[src/design/lkvc_pkg.sv]
// Shared types and constants for the LRU key-value cache.
`default_nettype none
package lkvc_pkg;
  localparam int unsigned ENTRIES_DEFAULT = 16;
  localparam int unsigned CAP_W = 5;
  localparam int unsigned KEY_W = 32;
  localparam int unsigned VAL_W = 32;
  localparam logic [CAP_W-1:0] CAPACITY_RESET = 5'd16;
  localparam logic [VAL_W-1:0] MISS_VALUE = '1;
  localparam logic OP_GET = 1'b0;
  localparam logic OP_SET = 1'b1;
  localparam int unsigned ADDR_CAPACITY = 0;

  // Sequencer states.
  typedef enum logic [1:0] {
    ST_IDLE,
    ST_LOOKUP,
    ST_OUT
  } state_t;
endpackage
`default_nettype wire

[src/design/lkvc_ram.sv]
// Generic single-port-write RAM with a registered read port.
`default_nettype none
module lkvc_ram #(
  parameter int unsigned WIDTH = 32,
  parameter int unsigned DEPTH = 16
) (
  input  wire logic                                         clk,
  input  wire logic                                         we,
  input  wire logic [((DEPTH > 1) ? $clog2(DEPTH) : 1)-1:0] waddr,
  input  wire logic [WIDTH-1:0]                             wdata,
  input  wire logic [((DEPTH > 1) ? $clog2(DEPTH) : 1)-1:0] raddr,
  output logic      [WIDTH-1:0]                             rdata
);
  logic [WIDTH-1:0] mem [DEPTH];

  // Write port and registered read.
  always_ff @(posedge clk) begin
    if (we) begin
      mem[waddr] <= wdata;
    end
    rdata <= mem[raddr];
  end
endmodule
`default_nettype wire

[src/design/lru_key_value_cache_core.sv]
// Top level of the LRU key-value cache.
`default_nettype none
// Fully associative key-value store with least-recently-used replacement. Each
// input beat carries a get or a set; a get yields one output beat (hit and
// value, or hit=0 and all ones on a miss), a set yields none. In the lookup
// state the key is matched against all entries, the per-entry recency ranks and
// valid bits held in flip-flops are updated and the registered value RAM read is
// issued; in the output state the result goes to the output register, which may
// wait there. Keys live in flip-flops so every entry can be compared at once; values
// live in a synchronous RAM. The capacity register (address 0) sets how many
// entries fill before eviction starts; it resets to 16 and is clamped to 1..ENTRIES.
module lru_key_value_cache_core #(
  parameter int unsigned ENTRIES = lkvc_pkg::ENTRIES_DEFAULT
) (
  input  wire logic        clk,
  input  wire logic        rst,
  input  wire logic        s_tvalid,
  output logic             s_tready,
  // tdata: [31:0] key, [63:32] value; tuser: op
  input  wire logic [63:0] s_tdata,
  input  wire logic        s_tuser,
  output logic             m_tvalid,
  input  wire logic        m_tready,
  // tdata: [31:0] read_value; tuser: hit
  output logic      [31:0] m_tdata,
  output logic             m_tuser,
  input  wire logic        psel,
  input  wire logic        penable,
  input  wire logic        pwrite,
  input  wire logic [2:0]  paddr,
  input  wire logic [31:0] pwdata,
  output logic      [31:0] prdata,
  output logic             pready
);
  localparam int unsigned IW = (ENTRIES > 1) ? $clog2(ENTRIES) : 1;
  localparam int unsigned CW = $clog2(ENTRIES + 1);

  logic [lkvc_pkg::CAP_W-1:0] capacity;
  logic [lkvc_pkg::KEY_W-1:0] keys [ENTRIES];
  logic [ENTRIES-1:0]         valid;
  logic [IW-1:0]              rank [ENTRIES];
  logic [CW-1:0]              occupied;
  lkvc_pkg::state_t           state, state_next;
  logic [lkvc_pkg::KEY_W-1:0] in_key;
  logic [lkvc_pkg::VAL_W-1:0] in_val;
  logic                       in_op;
  logic                       hit_r;
  logic                       out_full;

  // APB register access.
  assign pready = 1'b1;
  assign prdata = (paddr == 3'(lkvc_pkg::ADDR_CAPACITY * 4)) ? 32'(capacity) : '0;
  always_ff @(posedge clk) begin
    if (rst) begin
      capacity <= lkvc_pkg::CAPACITY_RESET;
    end else if (psel && penable && pwrite && pready
                 && paddr == 3'(lkvc_pkg::ADDR_CAPACITY * 4)) begin
      capacity <= pwdata[lkvc_pkg::CAP_W-1:0];
    end
  end

  // Effective capacity, clamped to 1..ENTRIES.
  logic [CW:0] eff_cap;
  always_comb begin
    if (capacity == '0) begin
      eff_cap = (CW+1)'(1);
    end else if (32'(capacity) > ENTRIES) begin
      eff_cap = (CW+1)'(ENTRIES);
    end else begin
      eff_cap = (CW+1)'(capacity);
    end
  end

  // Parallel key match, LRU victim and free slot search.
  logic [ENTRIES-1:0] match;
  logic               found;
  logic [IW-1:0]      hit_idx, lru_idx, free_idx;
  logic               do_evict;
  logic [IW-1:0]      ins_idx;
  always_comb begin
    found = 1'b0;
    hit_idx = '0;
    lru_idx = '0;
    free_idx = '0;
    for (int i = ENTRIES - 1; i >= 0; i--) begin
      match[i] = valid[i] && keys[i] == in_key;
      if (match[i]) begin
        found = 1'b1;
        hit_idx = IW'(i);
      end
      if (valid[i] && CW'(rank[i]) == occupied - CW'(1)) begin
        lru_idx = IW'(i);
      end
      if (!valid[i]) begin
        free_idx = IW'(i);
      end
    end
    do_evict = (CW+1)'(occupied) >= eff_cap && occupied != '0;
    ins_idx = do_evict ? lru_idx : free_idx;
  end

  // Sequencer.
  always_comb begin
    state_next = state;
    case (state)
      lkvc_pkg::ST_IDLE:   if (s_tvalid) state_next = lkvc_pkg::ST_LOOKUP;
      lkvc_pkg::ST_LOOKUP: state_next = lkvc_pkg::ST_OUT;
      lkvc_pkg::ST_OUT:    if (in_op == lkvc_pkg::OP_SET || !out_full)
                             state_next = lkvc_pkg::ST_IDLE;
      default:             state_next = lkvc_pkg::ST_IDLE;
    endcase
  end

  always_comb begin
    s_tready = state == lkvc_pkg::ST_IDLE;
  end

  always_ff @(posedge clk) begin
    if (rst) begin
      state <= lkvc_pkg::ST_IDLE;
    end else begin
      state <= state_next;
    end
  end

  // Capture the input beat.
  always_ff @(posedge clk) begin
    if (s_tvalid && s_tready) begin
      in_key <= s_tdata[31:0];
      in_val <= s_tdata[63:32];
      in_op  <= s_tuser;
    end
  end

  // Key, valid and recency update in the lookup cycle.
  logic          lookup;
  logic [IW-1:0] tgt;
  assign lookup = state == lkvc_pkg::ST_LOOKUP;
  assign tgt = found ? hit_idx : ins_idx;
  always_ff @(posedge clk) begin
    if (rst) begin
      valid <= '0;
      occupied <= '0;
      for (int i = 0; i < ENTRIES; i++) rank[i] <= '0;
    end else if (lookup) begin
      if (found) begin
        for (int i = 0; i < ENTRIES; i++) begin
          if (valid[i] && rank[i] < rank[hit_idx]) rank[i] <= rank[i] + IW'(1);
        end
        rank[hit_idx] <= '0;
      end else if (in_op == lkvc_pkg::OP_SET) begin
        // Evicted slot is reused, so occupancy is unchanged on eviction.
        for (int i = 0; i < ENTRIES; i++) begin
          if (valid[i] && !(do_evict && IW'(i) == lru_idx)) rank[i] <= rank[i] + IW'(1);
        end
        rank[ins_idx] <= '0;
        valid[ins_idx] <= 1'b1;
        if (!do_evict) occupied <= occupied + CW'(1);
      end
    end
  end

  always_ff @(posedge clk) begin
    if (lookup && !found && in_op == lkvc_pkg::OP_SET) begin
      keys[ins_idx] <= in_key;
    end
    if (lookup) hit_r <= found;
  end

  // Value memory: written by sets, read for gets.
  logic [lkvc_pkg::VAL_W-1:0] rd_val;
  lkvc_ram #(.WIDTH(lkvc_pkg::VAL_W), .DEPTH(ENTRIES)) u_values (
    .clk  (clk),
    .we   (lookup && in_op == lkvc_pkg::OP_SET),
    .waddr(tgt),
    .wdata(in_val),
    .raddr(hit_idx),
    .rdata(rd_val)
  );

  // Output register.
  always_ff @(posedge clk) begin
    if (rst) begin
      out_full <= 1'b0;
    end else if (state == lkvc_pkg::ST_OUT && in_op == lkvc_pkg::OP_GET && !out_full) begin
      out_full <= 1'b1;
    end else if (m_tready) begin
      out_full <= 1'b0;
    end
  end
  always_ff @(posedge clk) begin
    if (state == lkvc_pkg::ST_OUT && in_op == lkvc_pkg::OP_GET && !out_full) begin
      m_tuser <= hit_r;
      m_tdata <= hit_r ? rd_val : lkvc_pkg::MISS_VALUE;
    end
  end
  assign m_tvalid = out_full;

  // Checks.
  a_occ_bound: assert property (@(posedge clk) disable iff (rst)
    32'(occupied) <= ENTRIES) else $error("occupancy exceeds entries");
  a_occ_count: assert property (@(posedge clk) disable iff (rst)
    $countones(valid) == 32'(occupied)) else $error("valid count mismatch");
  a_busy: assert property (@(posedge clk) disable iff (rst)
    lookup |=> !s_tready) else $error("accepted during work");
  a_miss: assert property (@(posedge clk) disable iff (rst)
    m_tvalid && !m_tuser |-> m_tdata == lkvc_pkg::MISS_VALUE) else $error("miss value");
endmodule
`default_nettype wire
[config.mk]
export PLATFORM = sky130hd
export DESIGN_NAME = lru_key_value_cache_core
export DESIGN_NICKNAME = d
export VERILOG_FILES = /design/src/design/lkvc_pkg.sv /design/src/design/lkvc_ram.sv /design/src/design/lru_key_value_cache_core.sv
export SDC_FILE = /design/constraint.sdc
export NUM_CORES = 2
export LEC_CHECK = 0
export ABC_CLOCK_PERIOD_IN_PS = 8300
export BUFFER_PORTS_ARGS = -buffer_cell sky130_fd_sc_hd__buf_2
export CAP_MARGIN = 40
export CORE_ASPECT_RATIO = 1.1
export CORE_MARGIN = 1
export CORE_UTILIZATION = 35
export CTS_BUF_LIST = sky130_fd_sc_hd__clkbuf_4
export DETAILED_ROUTE_END_ITERATION = 10
export PLACE_DENSITY = 0.5
export SYNTH_ARGS = -nofsm -noshare
export SYNTH_HDL_FRONTEND = slang
export SYNTH_SLANG_ARGS = --single-unit
[constraint.sdc]
create_clock -name clk -period 8.3 [get_ports clk]
set_input_delay 0.83 -clock clk [delete_from_list [all_inputs] [get_ports clk]]
set_output_delay 0.83 -clock clk [all_outputs]
set_load 0.01 [all_outputs]
==> results.md <==
- Register bit count reported by yosys: 1,248
- TritonCTS clock tree: done
- Final Util: 41.05%
- Crit path buf inv count: 2
- Vias per cell: 5.149
- Area leader, netlist: edfxtp_1
- Layout Cells excl Fill: 6,949
- Synth Cell Area: 56,120 sq um
- Layout cell share with drive strength beyond 1: 18.67%
- Worst ir drop on vdd: 0.0001260 V
- Setup tns final: 0 ns
- Metal2 WL: 78,510 um
- Clock Latency Late Sink: 1.27 ns
- Die span in y: 422.0 um
- Syn_area_per_cell: 13.68 sq um
- Detail Placement HPWL: 97,330 um
- Skew final: 0.1099 ns
- Top cells by area, synth: edfxtp_1 (60%), xor2_1 (6.4%), dfxtp_1 (4.5%)
- Max FO, Critical Path: 12
- DRC: 0
- Site Rows: 153
- Unique masters post-synth: 92
- IO Pins: 175
- Largest family of logic cells by synthesized area: simple AND/OR/NAND/NOR gates
- Max Fclk: 143.7 MHz
- Post-synthesis adder-cell area fraction: 1.583%
- Highest metal layer with signal wires: met5
- Setup WS post-layout: 1.339 ns
- CP required: 9.38 ns
- Clk root buf: clkbuf_4
- Unrepaired setup endpoints after global routing: false
- Post-CTS setup repair buffer count: 0
- Slowest stage delay, CP: 0.89 ns
- DR WL/cell: 23.00 um
- Max_cap viols: 0
- Cts hold-fix bufs: 76
- Place WS: 1.426 ns
- Tightest Pin Transition: 1.018 ns
- CP Cell Sequence: xor2_1 -> nor4_1 -> nand4_1 -> or4_1 -> a211oi_1 -> o21bai_1 -> a2111oi_2 -> a21oi_4 -> buf_4 -> nand2_1 -> nand2_1 -> o21ai_0 -> o211ai_1 -> o21ai_1 -> buf_4 -> ha_1 -> o21a_1 -> o21ai_0 -> a31oi_4 -> o31ai_4 -> nand3_1 -> mux2_2
- Pwr/cell area: 201.2 nW/um^2
- Seq/Total Area, Yosys: 64.55%
- Critical Path AT: 8.04 ns
- Compound-Gate Fraction of Synth Area: 7.108%
- Pre-antenna DRT Iters: 5
- CP top delay family: compound AO/OA/AOI/OAI gates
- Clock transition at path regs: 0.06 ns
- P&R area growth vs syn: 16.08%
- Iter 0 DRT Violations: 2,399
- Simple-gate share of the synthesized area: 11.36%
- Placer congestion estimate: 0.8571
- Minimum clock period: 6.961 ns
- Mapped Cells: 4,102
- Post-CTS sizing: 0
- Met3 Wirelength: 7538 um
- Nets: 4,782
- Clk sinks: 1,248
- Fillers: 14,910
- Tcrit/Tclk final: 83.86%
- Grt total ovfl: 0
- Leakage: 21.90 nW
- Overall Global Routing Usage: 19.67%
- DIE WIDTH: 383.8 um
- Setup violators final: 0
- Final Hold Vio Count: 0
- Main flop type after synthesis: edfxtp_1
- Core area: 158,700 sq um
- Slew headroom: 32.13%
- Critical path class: reg2reg
- Worst min-delay path category: in2reg
- Die area: 161,900 sq um
- Mux cell area share after synthesis: 3.659%
- Total routed wirelength: 159,900 um
- First-pass GRT wire length: 234,900 um
- DR vias: 35,780
- Status: complete, no violations
- Port Buf Inserts: 119
- Slew Viols, Final: 0
- Routed Antenna Nets: 0
- Post-synth EDFFs: 1,123
- Post-synth ARST share: 0%
- CP endpoint kind: register
- Placed cells: 6,270
- CTS Buf Count: 348
- Synth warn: 0
- Initial antenna violation count: 3
- Max clock buf depth: 4
- Met1 Wirelength: 69,620 um
- XOR/XNOR Fraction of Synth Area: 9.304%
- Crit-path slowest cell: edfxtp_1
- Vias in the first global route: 36,220
- Initial core utilization: 35.36%
- Area share of the largest cell type after synthesis: 60.09%
- CTS H-tree depth: 5
- Worst Setup Start Kind: register
- Largest net degree at the start of global routing: 191
registers in the layout, summed over array words and instances (netlist names):
name / cells
capacity: 5
hit_r: 1
in_key: 32
in_op: 1
in_val: 32
keys: 512
m_tdata: 32
m_tuser: 1
m_tvalid: 1
occupied: 5
rank: 64
state: 2
u_values.mem: 512
u_values.rdata: 32
valid: 16
layer usage:
layer,global-route usage (%),vias to the layer above
li1,-,16790
met1,25.11,17730
met2,32.90,975
met3,4.096,287
met4,6.799,2
met5,0,-
final cells by class:
cell class	instances	area [sq um]	area share, %
clock buffers	526	3949	6.062
well taps	2092	2618	4.018
inverters	46	172.7	0.2650
clock inverters	72	327.8	0.5032
diodes	5	12.51	0.01921
repair buffers	356	2943	4.517
flip-flops and latches	1248	36220	55.61
multi-input cells	2604	18900	29.01
synthesized netlist by cell type (all sizes together), types with 25 or more instances:
cell type	instances
nor4	174
xor2	412
clkbuf	104
xnor2	155
inv	45
dfxtp	125
o21ai	66
buf	126
ha	71
edfxtp	1123
o211ai	28
a21oi	183
nor3	57
nand4	102
and2	149
nand2	156
nand3	101
or4	25
a211oi	202
nand2b	81
nor2	149
mux2i	195
power breakdown:
part	switching, mW	internal [mW]	total (mW)	leakage [nW]
combinational	0.412	0.220	0.632	8.16
sequential	0.0906	6.91	7.00	11.2
clock	2.55	2.93	5.48	2.59
per-stage QoR:
| stage | hold slack [ns] | power (mW) | area, sq um |
|---|---|---|---|
| floorplan | 0.4627 | 7.471 | 56220 |
| global placement | 0.4737 | 7.732 | 59780 |
| detailed placement | 0.4684 | 7.744 | 60100 |
| CTS | 0.01631 | 13.31 | 65130 |
| global route | 0.1117 | 13.69 | 65150 |
| finish | 0.2252 | 13.11 | 65150 |
final timing paths:
path,startpoint,end,slack (ns),depth (start not counted)
hold / removal,penable,capacity[0],0.23,4
hold reg to reg,u_values.rdata[18],m_tdata[18],0.47,1
setup / recovery,in_key[10],rank[3][2],1.34,22
setup reg to reg,in_key[10],rank[3][2],1.34,22
cell usage in the layout, fill, tap and decap left out, types with 17 or more instances in the layout:
cell type	n
nor4b_1	17
nor4_1	172
nor2_4	21
nand2_1	156
buf_4	135
ha_1	71
or4_1	24
a211oi_1	201
nand4b_1	18
conb_1	28
inv_1	44
dfxtp_1	125
o21ai_0	59
and2_1	148
a21oi_1	181
dlygate4sd3_1	76
o211ai_1	27
clkbuf_4	526
nor2_1	115
mux2i_1	195
and3_1	23
xnor2_1	154
clkinv_1	61
nand2b_1	81
nor3_1	56
edfxtp_1	1123
xor2_1	412
nand3_1	100
buf_2	119
buf_12	19
nand4_1	102
worst min-delay path, stage by stage:
cell     delay [ns]
buf_2          0.10
and4_1         0.24
mux2i_1        0.15
nor2_1         0.07
cells by family (layout without fill, tap and decap cells):
kind of cell    count (synthesis)  after routing
buf+inv                       276           1000
flops                        1248           1248
simple gates                 1131           1131
xor+xnor                      578            578
fa+ha+maj                      71             71
compound gates                592            592
mux                           204            204
other cells                     2             33
Note: power is estimated with default switching activity, not from simulation.
